<file path="src/hdl/mpts_pkg.sv">
package mpts_pkg;
  localparam int MAX_THREADS_DEF = 16;
  localparam int SLICE_FACTOR = 10;
  localparam logic [11:0] FCFS_SLICE = 12'd1000;

  localparam logic [1:0] CMD_CREATE = 2'd0;
  localparam logic [1:0] CMD_SCHED = 2'd1;
  localparam logic [1:0] CMD_YIELD = 2'd2;

  localparam logic [1:0] OUT_RUN = 2'd0;
  localparam logic [1:0] OUT_DEAD = 2'd1;

  localparam logic [1:0] POL_PRIO = 2'd1;
  localparam logic [1:0] POL_FCFS = 2'd2;

  localparam logic [1:0] ST_CREATED = 2'd0;
  localparam logic [1:0] ST_FULL = 2'd1;
  localparam logic [1:0] ST_SWITCHED = 2'd2;
  localparam logic [1:0] ST_NOSWITCH = 2'd3;
endpackage

</file>
<file path="src/hdl/multi_policy_thread_scheduler.sv">
// flow: create probes slots from 0 upward for a free one; schedule/yield scan the ready list (outgoing
// thread included) for the pick, then shift the entries behind it down; an empty list ends the scan at once;
// yield on an empty list or a bad command goes straight to the result
// throughput: one item at a time; the next item is accepted the cycle after the engine moves its
// result into the output register; a result still waiting there stalls the engine
// reset: synchronous active low; busy bits, list length, running thread, arrival counter, policy clear at once
module multi_policy_thread_scheduler #(
  parameter int MAX_THREADS = mpts_pkg::MAX_THREADS_DEF
) (
  input  logic        clk,
  input  logic        rst_n,
  input  logic        in_valid,
  output logic        in_ready,
  input  logic [1:0]  in_cmd,
  input  logic [7:0]  in_priority_req,
  input  logic [1:0]  in_outgoing_state,
  output logic        out_valid,
  input  logic        out_ready,
  output logic [1:0]  out_status,
  output logic [3:0]  out_pid,
  output logic [11:0] out_slice_ticks,
  output logic        out_slot_freed,
  input  logic        cfg_valid,
  output logic        cfg_ready,
  input  logic [1:0]  cfg_policy
);
  import mpts_pkg::*;

  localparam int PW = $clog2(MAX_THREADS);
  localparam int LW = $clog2(MAX_THREADS + 1);

  typedef enum logic [7:0] {
    S_IDLE  = 8'b00000001,
    S_FIND  = 8'b00000010,
    S_SCAN  = 8'b00000100,
    S_SCANW = 8'b00001000,
    S_PSL   = 8'b00010000,
    S_SHIFT = 8'b00100000,
    S_SHW   = 8'b01000000,
    S_DONE  = 8'b10000000
  } state_t;

  state_t state_r, state_nxt;
  logic [1:0] policy_r;
  logic [MAX_THREADS-1:0] busy_r;
  logic [LW-1:0] len_r;
  logic [PW-1:0] cur_pid_r;
  logic cur_valid_r;
  logic [31:0] order_r;
  logic [PW-1:0] find_r;
  logic [LW-1:0] idx_r, best_r;
  logic [PW-1:0] cand_pid_r;
  logic [PW-1:0] best_pid_r;
  logic [7:0] best_prio_r;
  logic [31:0] best_ord_r;
  logic [7:0] preq_r;
  // result being built by the engine
  logic [1:0] w_st_r;
  logic [3:0] w_pid_r;
  logic [11:0] w_sl_r;
  logic w_fr_r;
  // output register
  logic ov_r;
  logic [1:0] ost_r;
  logic [3:0] opid_r;
  logic [11:0] osl_r;
  logic ofr_r;

  // rams
  logic pr_we, od_we, rl_we;
  logic [PW-1:0] pr_wa, pr_ra, rl_wa, rl_ra;
  logic [7:0] pr_wd, pr_rd;
  logic [31:0] od_rd;
  logic [PW-1:0] rl_wd, rl_rd;

  mpts_ram #(.WIDTH(8), .DEPTH(MAX_THREADS)) u_prio (
    .clk, .we(pr_we), .waddr(pr_wa), .wdata(pr_wd), .raddr(pr_ra), .rdata(pr_rd));
  mpts_ram #(.WIDTH(32), .DEPTH(MAX_THREADS)) u_order (
    .clk, .we(od_we), .waddr(pr_wa), .wdata(order_r), .raddr(pr_ra), .rdata(od_rd));
  mpts_ram #(.WIDTH(PW), .DEPTH(MAX_THREADS)) u_list (
    .clk, .we(rl_we), .waddr(rl_wa), .wdata(rl_wd), .raddr(rl_ra), .rdata(rl_rd));

  logic out_free;
  assign out_free = !ov_r || out_ready;
  assign in_ready = (state_r == S_IDLE);
  assign cfg_ready = 1'b1;
  assign out_valid = ov_r;
  assign out_status = ost_r;
  assign out_pid = opid_r;
  assign out_slice_ticks = osl_r;
  assign out_slot_freed = ofr_r;

  logic acc;
  assign acc = in_valid && in_ready;

  logic [LW-1:0] len_nxt, idx_nxt;
  logic better;
  always_comb begin
    better = 1'b0;
    if (policy_r == POL_PRIO) better = pr_rd > best_prio_r;
    else if (policy_r == POL_FCFS) better = od_rd < best_ord_r;
  end

  logic [11:0] slice_v;
  assign slice_v = (policy_r == POL_FCFS) ? FCFS_SLICE : 12'(best_prio_r * SLICE_FACTOR);

  always_ff @(posedge clk) begin
    if (!rst_n) begin
      state_r <= S_IDLE;
      policy_r <= 2'd0;
      busy_r <= '0;
      len_r <= '0;
      cur_pid_r <= '0;
      cur_valid_r <= 1'b0;
      order_r <= '0;
      ov_r <= 1'b0;
    end else begin
      state_r <= state_nxt;
      len_r <= len_nxt;
      idx_r <= idx_nxt;
      if (cfg_valid && cfg_ready) policy_r <= cfg_policy;
      if (state_r == S_DONE && out_free) begin
        ov_r <= 1'b1;
        ost_r <= w_st_r;
        opid_r <= w_pid_r;
        osl_r <= w_sl_r;
        ofr_r <= w_fr_r;
      end else if (out_ready) ov_r <= 1'b0;
      unique case (state_r)
        S_IDLE: if (acc) begin
          find_r <= '0;
          preq_r <= in_priority_req;
          w_st_r <= ST_NOSWITCH;
          w_pid_r <= cur_valid_r ? 4'(cur_pid_r) : 4'd0;
          w_sl_r <= '0;
          w_fr_r <= (in_cmd == CMD_SCHED) && cur_valid_r && (in_outgoing_state == OUT_DEAD);
          if (in_cmd == CMD_SCHED && cur_valid_r) begin
            if (in_outgoing_state == OUT_DEAD) busy_r[cur_pid_r] <= 1'b0;
            // runnable thread keeps running only when nobody else waits
            if (in_outgoing_state != OUT_RUN || len_r != '0) cur_valid_r <= 1'b0;
          end else if (in_cmd == CMD_YIELD && len_r != '0) cur_valid_r <= 1'b0;
        end
        S_FIND: begin
          if (!busy_r[find_r]) begin
            busy_r[find_r] <= 1'b1;
            order_r <= order_r + 32'd1;
            w_st_r <= ST_CREATED;
            w_pid_r <= 4'(find_r);
            w_sl_r <= 12'(preq_r * SLICE_FACTOR);
          end else if (find_r == PW'(MAX_THREADS - 1)) begin
            w_st_r <= ST_FULL;
            w_pid_r <= '0;
          end else find_r <= find_r + PW'(1);
        end
        S_SCAN: begin
          // prio/order of the candidate fetched last cycle are out now
          if (idx_r != '0 && (idx_r == LW'(1) || better)) begin
            best_r <= idx_r - LW'(1);
            best_pid_r <= cand_pid_r;
            best_prio_r <= pr_rd;
            best_ord_r <= od_rd;
          end
          if (len_r == '0) w_pid_r <= cur_valid_r ? 4'(cur_pid_r) : 4'd0;
        end
        S_SCANW: cand_pid_r <= rl_rd;
        S_PSL: begin
          cur_pid_r <= best_pid_r;
          cur_valid_r <= 1'b1;
          w_st_r <= ST_SWITCHED;
          w_pid_r <= 4'(best_pid_r);
          w_sl_r <= slice_v;
        end
        default: ;
      endcase
    end
  end

  always_comb begin
    state_nxt = state_r;
    len_nxt = len_r;
    idx_nxt = idx_r;
    pr_we = 1'b0; od_we = 1'b0; rl_we = 1'b0;
    pr_wa = find_r; pr_wd = preq_r;
    pr_ra = rl_rd;
    rl_wa = len_r[PW-1:0]; rl_wd = find_r; rl_ra = idx_r[PW-1:0];
    unique case (state_r)
      S_IDLE: if (acc) begin
        idx_nxt = '0;
        if (in_cmd == CMD_CREATE) state_nxt = S_FIND;
        else if (in_cmd == CMD_SCHED) begin
          state_nxt = S_SCAN;
          // runnable thread goes to the tail when others wait
          if (cur_valid_r && in_outgoing_state == OUT_RUN && len_r != '0) begin
            rl_we = 1'b1; rl_wd = cur_pid_r; len_nxt = len_r + LW'(1);
          end
        end else if (in_cmd == CMD_YIELD && len_r != '0) begin
          state_nxt = S_SCAN;
          if (cur_valid_r) begin
            rl_we = 1'b1; rl_wd = cur_pid_r; len_nxt = len_r + LW'(1);
          end
        end else state_nxt = S_DONE;
      end
      S_FIND: begin
        if (!busy_r[find_r]) begin
          pr_we = 1'b1; od_we = 1'b1;
          rl_we = 1'b1; len_nxt = len_r + LW'(1);
          state_nxt = S_DONE;
        end else if (find_r == PW'(MAX_THREADS - 1)) state_nxt = S_DONE;
      end
      S_SCAN: begin
        if (len_r == '0) state_nxt = S_DONE;
        else if (idx_r == len_r) state_nxt = S_PSL;
        else begin
          idx_nxt = idx_r + LW'(1);
          state_nxt = S_SCANW;
        end
      end
      S_SCANW: begin
        // list entry is out; address prio/order by it
        state_nxt = S_SCAN;
      end
      S_PSL: begin
        idx_nxt = best_r;
        state_nxt = S_SHIFT;
      end
      S_SHIFT: begin
        if (idx_r + LW'(1) >= len_r) begin
          len_nxt = len_r - LW'(1);
          state_nxt = S_DONE;
        end else begin
          rl_ra = PW'(idx_r + LW'(1));
          state_nxt = S_SHW;
        end
      end
      S_SHW: begin
        rl_we = 1'b1; rl_wa = idx_r[PW-1:0]; rl_wd = rl_rd;
        idx_nxt = idx_r + LW'(1);
        state_nxt = S_SHIFT;
      end
      S_DONE: if (out_free) state_nxt = S_IDLE;
      default: state_nxt = S_IDLE;
    endcase
  end

  a_len: assert property (@(posedge clk) disable iff (!rst_n)
    len_r <= LW'(MAX_THREADS)) else $error("ready list overflow");
  a_busy: assert property (@(posedge clk) disable iff (!rst_n)
    cur_valid_r |-> busy_r[cur_pid_r]) else $error("running thread slot free");
  a_out: assert property (@(posedge clk) disable iff (!rst_n)
    (ov_r && !out_ready) |=> ov_r) else $error("result dropped");
  a_acc: assert property (@(posedge clk) disable iff (!rst_n)
    acc |=> state_r != S_IDLE) else $error("item lost");
endmodule

</file>
<file path="src/hdl/mpts_ram.sv">
module mpts_ram #(
  parameter int WIDTH = 8,
  parameter int DEPTH = 16
) (
  input  logic                     clk,
  input  logic                     we,
  input  logic [$clog2(DEPTH)-1:0] waddr,
  input  logic [WIDTH-1:0]         wdata,
  input  logic [$clog2(DEPTH)-1:0] raddr,
  output logic [WIDTH-1:0]         rdata
);
  logic [WIDTH-1:0] mem [DEPTH];

  always_ff @(posedge clk) begin
    if (we) mem[waddr] <= wdata;
    rdata <= mem[raddr];
  end
endmodule
</file>
<file path="config.mk">
export PLATFORM = sky130hd
export DESIGN_NAME = multi_policy_thread_scheduler
export DESIGN_NICKNAME = d
export VERILOG_FILES = /design/src/hdl/mpts_pkg.sv /design/src/hdl/multi_policy_thread_scheduler.sv /design/src/hdl/mpts_ram.sv
export SDC_FILE = /design/constraint.sdc
export NUM_CORES = 1
export LEC_CHECK = 0
export BUFFER_PORTS_ARGS = -buffer_cell sky130_fd_sc_hd__buf_2
export CORE_MARGIN = 2
export CORE_UTILIZATION = 38
export CTS_CLUSTER_DIAMETER = 150
export CTS_CLUSTER_SIZE = 8
export DETAILED_ROUTE_END_ITERATION = 6
export MAX_ROUTING_LAYER = met4
export PLACE_DENSITY = 0.63
export SYNTH_ARGS = -nofsm -noshare
export SYNTH_HDL_FRONTEND = slang
export SYNTH_SLANG_ARGS = --single-unit
</file>
<file path="constraint.sdc">
create_clock -name clk -period 6.6 [get_ports clk]
set_input_delay 1.32 -clock clk [delete_from_list [all_inputs] [get_ports clk]]
set_output_delay 1.32 -clock clk [all_outputs]
set_load 0.03 [all_outputs]
</file>
==> results of run 1 <==
## final cells by class
class / instances / area share
Sequential cell: 923 / 0.624
Multi-Input combinational cell: 927 / 0.230
Clock buffer: 224 / 0.0861
Tap cell: 1276 / 0.0375
Timing Repair Buffer: 69 / 0.0105
Inverter: 77 / 0.00681
Clock inverter: 15 / 0.00549
Antenna cell: 1 / 0.0000587
## state kept, by name, summed over array words and instances, names as in the netlist, 11 cells and up
register / count
order_r: 32
busy_r: 16
best_ord_r: 32
u_list.mem: 64
out_slice_ticks: 11
u_prio.mem: 128
u_order.rdata: 32
u_order.mem: 512
w_sl_r: 11
## power groups by stage
stage               combinational, uW  clock, uW  sequential [uW]
finish                           1350       6260             6660
detailed placement               1370          0             6780
CTS                              1370       6400             6670
global route                     1470       6640             6680
floorplan                        1070          0             6660
global placement                 1350          0             6770
## worst max-delay path by stage
stage,end,slack [ns],cells past startpoint
after floorplan,best_ord_r[0],1.0,6
after global placement,u_list.rdata[3],1.89,11
after detailed placement,u_list.rdata[3],1.66,11
after CTS,u_list.rdata[3],1.67,11
after global routing,u_list.rdata[3],1.16,11
final,u_list.rdata[3],1.63,11
## synth_stat cells (all sizes together) (6+ instances only)
| library cell | count | area share |
|---|---|---|
| dfxtp | 113 | 0.061 |
| ha | 80 | 0.027 |
| and3 | 10 | 0.0017 |
| nor2 | 100 | 0.010 |
| xnor2 | 24 | 0.0057 |
| clkbuf | 66 | 0.0067 |
| edfxtp | 810 | 0.66 |
| nor3b | 9 | 0.0020 |
| and4 | 6 | 0.0015 |
| and2 | 16 | 0.0028 |
| nand2b | 11 | 0.0019 |
| mux4 | 213 | 0.13 |
| a211oi | 14 | 0.0028 |
| xor2 | 35 | 0.0083 |
| a21oi | 40 | 0.0054 |
| nor2b | 10 | 0.0017 |
| a21o | 14 | 0.0028 |
| nor3 | 21 | 0.0030 |
| nand3 | 40 | 0.0054 |
| o21ai | 57 | 0.0077 |
| o22ai | 17 | 0.0029 |
| inv | 77 | 0.0078 |
| o221ai | 19 | 0.0045 |
| o21a | 6 | 0.0012 |
| a31oi | 8 | 0.0014 |
| mux2i | 16 | 0.0043 |
| nand2 | 66 | 0.0067 |
| nand4 | 16 | 0.0027 |
| buf | 23 | 0.0032 |
| mux2 | 10 | 0.0030 |
## kinds of logic after synthesis
logic type | count (synthesis)
AOI/OAI and AO/OA | 217
xor gates and xnor gates | 59
adders and majority gates | 83
buffers and inverters | 166
DFF | 923
muxes | 239
other | 2
and+or+nand+nor | 327
## routing by layer
layer	vias up	part of all wire
li1	8348	-
met1	9939	0.44
met2	623	0.48
met3	177	0.058
met4	0	0.030
met5	-	0
## per-stage QoR
step / std cells / power, uW / cell area (um^2)
floorplan: 2016 / 7730 / 37000
global placement: 3272 / 8120 / 38700
detailed placement: 3272 / 8140 / 38700
CTS: 3511 / 14400 / 42600
global route: 3512 / 14800 / 42600
finish: 3512 / 14300 / 42600
==> reports/qor.yml, run 1 <==
floorplanning:
  fp.dieH_um: 316
  core_um2: 96600
  die_area_um2: 99800
  floorplan.io_pins: 41
  initial_core_util: 0.383
  rows: 114
  die_w_um: 316
global_route:
  grt_pass1_wl_um: 124000
  use_met2: 0.266
  first_global_vias: 19900
  grtUsageMet1: 0.232
  top_usage_layer: "met2"
  grt_overflow: 0
  grt_antenna_before_repair: 1
  grt_max_degree: 119
  grt_usage: 0.174
  grtUsageMet3: 0.0304
clocking:
  cts_tree: "yes"
  ctsResizeCount: 0
  clk_latency_ns: 0.71
  cts_sinks: 923
  cts_buffer_depth: 3
  path_clk_slew_ns: 0.05
  post_cts_buffers: 0
  cts_hold_buf: 0
  numCtsBuffers: 133
  h-tree-depth: 4
  cts-root-buf: "clkbuf_16"
place:
  dp_slack_ns: 1.66
  io_buffer_count: 38
  dp_hpwl_um: 45600
  place_congestion: 0.880
synthesis:
  synth_cell_type_count: 73
  synth_nets: 2118
  syn-cell-area_um2: 37000
  async_flop_share: 0
  synth_edf_count: 810
  synth_fa_ha_area_frac: 0.0287
  ys_seq_elements: 923
  synth_mux_area_frac: 0.137
  yosys.area_share.simple: 0.0443
  synth_compound_area_frac: 0.0389
  synth_flop_cell: "edfxtp_1"
  synth_top_family_by_area: "multiplexers"
  synth-xor-area-share: 0.0140
  synth.avg_cell_area_um2: 18.3
  syn_inst: 2016
  ys_seq_area_frac: 0.719
  yosysWarnings: 0
finish:
  n_fill_cell: 8221
  mostFrequentLayoutCells: "edfxtp_1 (810), mux4_2 (213), clkbuf_16 (133)"
  layout_commonest_cell: "edfxtp_1"
  nNetsFinal: 2233
  regArea_um2: 26600
  multiInputGateArea_um2: 9800
  fin_util: 0.441
  layout-drive-gt1-share: 0.217
  area_delta_synth_final_pct: 15.3
timing:
  rsz0062_at_grt: "no"
  period_share: 0.754
  finalCriticalPeriod_ns: 4.97
  setup_viol_count_final: 0
  worst_pin_slew_ns: 1.28
  hold-worst-slack_ns: 0.416
  max_freq_mhz: 201
  maxSlewViolCount: 0
  hold_violations: 0
  fin_ws_ns: 1.63
  setup_tns_ns: 0
  slew-limit-headroom: 0.147
  finalClockSkew_ns: 0.0256
pwr:
  p_sw_frac: 0.231
  combPwrFrac: 0.095
  intPower_uw: 11000
  peakVddDrop_mv: 0.199
  p_clk_frac: 0.439
  sequentialPowerShare: 0.467
  p_per_area_nw_per_um2: 335
  p_leak_uw: 0.0142
  switchingPower_uw: 3290
setup_path:
  critPathKind: "reg2reg"
  r2r_cells: 11
  crit_arrival_ns: 5.56
  rrSetupSlack_ns: 1.63
  critPathTopFamily: "compound AO/OA/AOI/OAI gates"
  start_kind: "flop"
  path_cells: "buf_4, inv_1, ha_1, ha_1, a2111oi_0, o31a_1, nand3_1, o221ai_1, o21ai_0, a32oi_1, nand3_1"
  critical_path_buf_inv_count: 2
  end_kind: "flop"
  r2r_end: "u_list.rdata[3]"
  reg2reg_from: "idx_r[0]"
  path_max_fanout: 39
  crit_path_start: "idx_r[0]"
  crit_slowest_cell: "a2111oi_0"
  cpPeakStageDelay_ns: 0.71
  critPathRequiredTime_ns: 7.19
detailed_routing:
  drc: 0
  drtIter0Drc: 2063
  drtAntennaViolNets: 0
  route.detailed.wl_per_inst_um: 23.5
  num_vias: 19100
  dr.pass1.iters: 5
  routed_via_density: 5.43
  wl_um: 82400
worst_hold_path:
  whs_endpoint: "out_slice_ticks[3]"
  hp-start: "w_sl_r[3]"
  worstHoldPathCells: 0
  min_path_type: "reg2reg"
status:
  status: "finished, final reports clean"
job:
  maxCapViolCount: 0
(Power assumes the default switching activity.)
==> inputs of run 2 (changes only) <==
--- a/config.mk
+++ b/config.mk
@@ -12,7 +12,7 @@
 export CTS_CLUSTER_SIZE = 8
 export DETAILED_ROUTE_END_ITERATION = 6
 export MAX_ROUTING_LAYER = met4
-export PLACE_DENSITY = 0.63
+export PLACE_DENSITY = 0.64
 export SYNTH_ARGS = -nofsm -noshare
 export SYNTH_HDL_FRONTEND = slang
 export SYNTH_SLANG_ARGS = --single-unit
==> constraint.sdc (replaced) <==
create_clock -name clk -period 4.1 [get_ports clk]
set_input_delay 0.82 -clock clk [delete_from_list [all_inputs] [get_ports clk]]
set_output_delay 0.82 -clock clk [all_outputs]
set_load 0.03 [all_outputs]
==> run 2 against run 1 <==
Against the previous run:
- non-clock buffer count grew 25
- critical path depth decreased by 1
- global-route usage fell by 0.55 points
- wire length decreased by 2.7%
- power up 62%
- sequential cell count stayed put
- clock skew about the same
- combinational power grew 67%
==> reports/qor.yml, run 2 (same netlist as run 1, synthesis figures left out) <==
status:
  status: "finished, final reports clean"
setup_path:
  path_max_fanout: 12  # -69%
  critPathKind: "reg2reg"
  r2r_cells: 10  # -1
  r2r_end: "u_list.rdata[0]"
  crit_arrival_ns: 4.22  # -1.34 ns
  end_kind: "flop"
  rrSetupSlack_ns: 0.47  # -1.15 ns
  start_kind: "flop"
  critPathRequiredTime_ns: 4.69  # -2.50 ns
  reg2reg_from: "idx_r[0]"
detailed_routing:
  num_vias: 19200  # +0.63%
  wl_um: 80200  # -2.7%
  drc: 0  # unchanged
  dr.pass1.iters: 5  # unchanged
  drtIter0Drc: 1896  # -8.1%
  wl_met3_um: 4500  # -5.3%
  drtAntennaViolNets: 0  # unchanged
  drt-met1-wl_um: 35300  # -1.5%
  top_layer: "met4"
  routed_via_density: 5.42  # -0.28%
  wl_met2_um: 38900  # -1.1%
  route.detailed.wl_per_inst_um: 22.6  # -3.5%
clocking:
  cts-root-buf: "clkbuf_16"
  path_clk_slew_ns: 0.05  # about the same
  clk_latency_ns: 0.71  # about the same
  post_cts_buffers: 0  # unchanged
  h-tree-depth: 4  # unchanged
  numCtsBuffers: 133  # unchanged
  cts_tree: "yes"
  cts_buffer_depth: 3  # unchanged
  cts_sinks: 923  # unchanged
  ctsResizeCount: 0  # unchanged
  cts_hold_buf: 0  # unchanged
timing:
  finalCriticalPeriod_ns: 3.63  # -1.35 ns
  setup_tns_ns: 0  # unchanged
  slew-limit-headroom: 0.289  # +0.142
  maxSlewViolCount: 0  # unchanged
  finalClockSkew_ns: 0.0255  # -0.000121 ns
  max_freq_mhz: 276  # +37%
  period_share: 0.885  # +0.131
  setup_viol_count_final: 0  # unchanged
  hold_violations: 0  # unchanged
  rsz0062_at_grt: "no"
  fin_ws_ns: 0.471  # -1.15 ns
  worst_pin_slew_ns: 1.06  # -0.217 ns
finish:
  largest_reg_flops: 512  # unchanged
  mostFrequentLayoutCells: "edfxtp_1 (810), mux4_2 (213), clkbuf_16 (136)"
  antenna_cells: 0  # -1
  regMostFlops: "u_order.mem"
  nNetsFinal: 2258  # +1.1%
  layout_commonest_cell: "edfxtp_1"
  area_delta_synth_final_pct: 16.9
  largest_registers: "u_order.mem (512), u_prio.mem (128), u_list.mem (64)"
  layout-drive-gt1-share: 0.225  # +0.00831
floorplanning:
  initial_core_util: 0.383  # unchanged
  fp.dieH_um: 316  # unchanged
  floorplan.io_pins: 41  # unchanged
  die_area_um2: 99800  # unchanged
  core_um2: 96600  # unchanged
  die_w_um: 316  # unchanged
  rows: 114  # unchanged
global_route:
  grt_pass1_wl_um: 122000  # -1.7%
  grt_max_degree: 95  # -20%
  grt_usage: 0.168  # -0.00551
  first_global_vias: 19900  # -0.045%
  grt_antenna_before_repair: 1  # unchanged
  grt_overflow: 0  # unchanged
place:
  place_congestion: 0.888  # +0.90%
  dp_hpwl_um: 46500  # +1.9%
  io_buffer_count: 38  # unchanged
  dp_slack_ns: 0.539  # -1.12 ns
worst_hold_path:
  min_path_type: "in2reg"
  whs_endpoint: "pr_wd[5]"
  hp-start: "in_priority_req[5]"
  worstHoldPathCells: 1  # +1
pwr:
  p_leak_uw: 0.0144  # +1.6%
  peakVddDrop_mv: 0.349  # +75%
  p_per_area_nw_per_um2: 536  # +60%
job:
  maxCapViolCount: 0  # unchanged
run 2: changes by cell type in the layout (fill, tap and decap cells not counted), sizes merged:
cell    delta
clkinv     -1
diode      -1
clkbuf    +10
buf       +25
inv        -1
run 2: worst max-delay path by stage:
stage	start	endpoint	cells past startpoint
after floorplan	find_r[0]	u_order.mem[15][0]	7
after global placement	idx_r[0]	u_list.rdata[2]	9
after detailed placement	idx_r[0]	u_list.rdata[0]	10
after CTS	idx_r[0]	u_list.rdata[0]	10
after global routing	idx_r[0]	u_list.rdata[0]	10
final	idx_r[0]	u_list.rdata[0]	10
run 2: layer usage:
layer	vias to the layer above	GRT usage
met5	-	-
met4	0	0.0531
met3	102	0.0285
met2	639	0.263
met1	10100	0.226
li1	8408	-
run 2: worst max-delay path, stage by stage (launching register included):
cell and delay, ns:
edfxtp_1 0.50, inv_1 0.10, ha_1 0.52, ha_1 0.30, a2111oi_0 0.61, o31a_1 0.33, nand3_1 0.38, o221ai_1 0.30
o21ai_0 0.15, a32oi_1 0.23, nand3_1 0.08
run 2: area by class of cell:
cell class                      count  area, um^2
Clock buffer                      234        3770
Inverter                           77         290
Clock inverter                     13         220
Fill cell                        8134       53400
Timing Repair Buffer               94         911
Multi-Input combinational cell    927        9820
Sequential cell                   923       26600
Tap cell                         1276        1600
run 2: metrics by stage:
| step | hold slack (ns) | cell area, um^2 | total power (uW) | cells | util |
|---|---|---|---|---|---|
| 5_1_grt | 0.266 | 43200 | 24000 | 3544 | 0.447 |
| 4_1_cts | 0.247 | 43200 | 23400 | 3544 | 0.447 |
| 2_1_floorplan | 0.400 | 37000 | 12400 | 2016 | - |
| 3_5_place_dp | 0.405 | 39200 | 13100 | 3297 | 0.406 |
| 3_3_place_gp | 0.401 | 39200 | 13100 | 3297 | 0.406 |
| 6_report | 0.293 | 43200 | 23200 | 3544 | 0.447 |
run 2: report_power, final:
group | total (uW) | switching (uW) | internal, uW
sequential | 10700 | 246 | 10500
combinational | 2250 | 1090 | 1160
clock | 10200 | 3970 | 6250
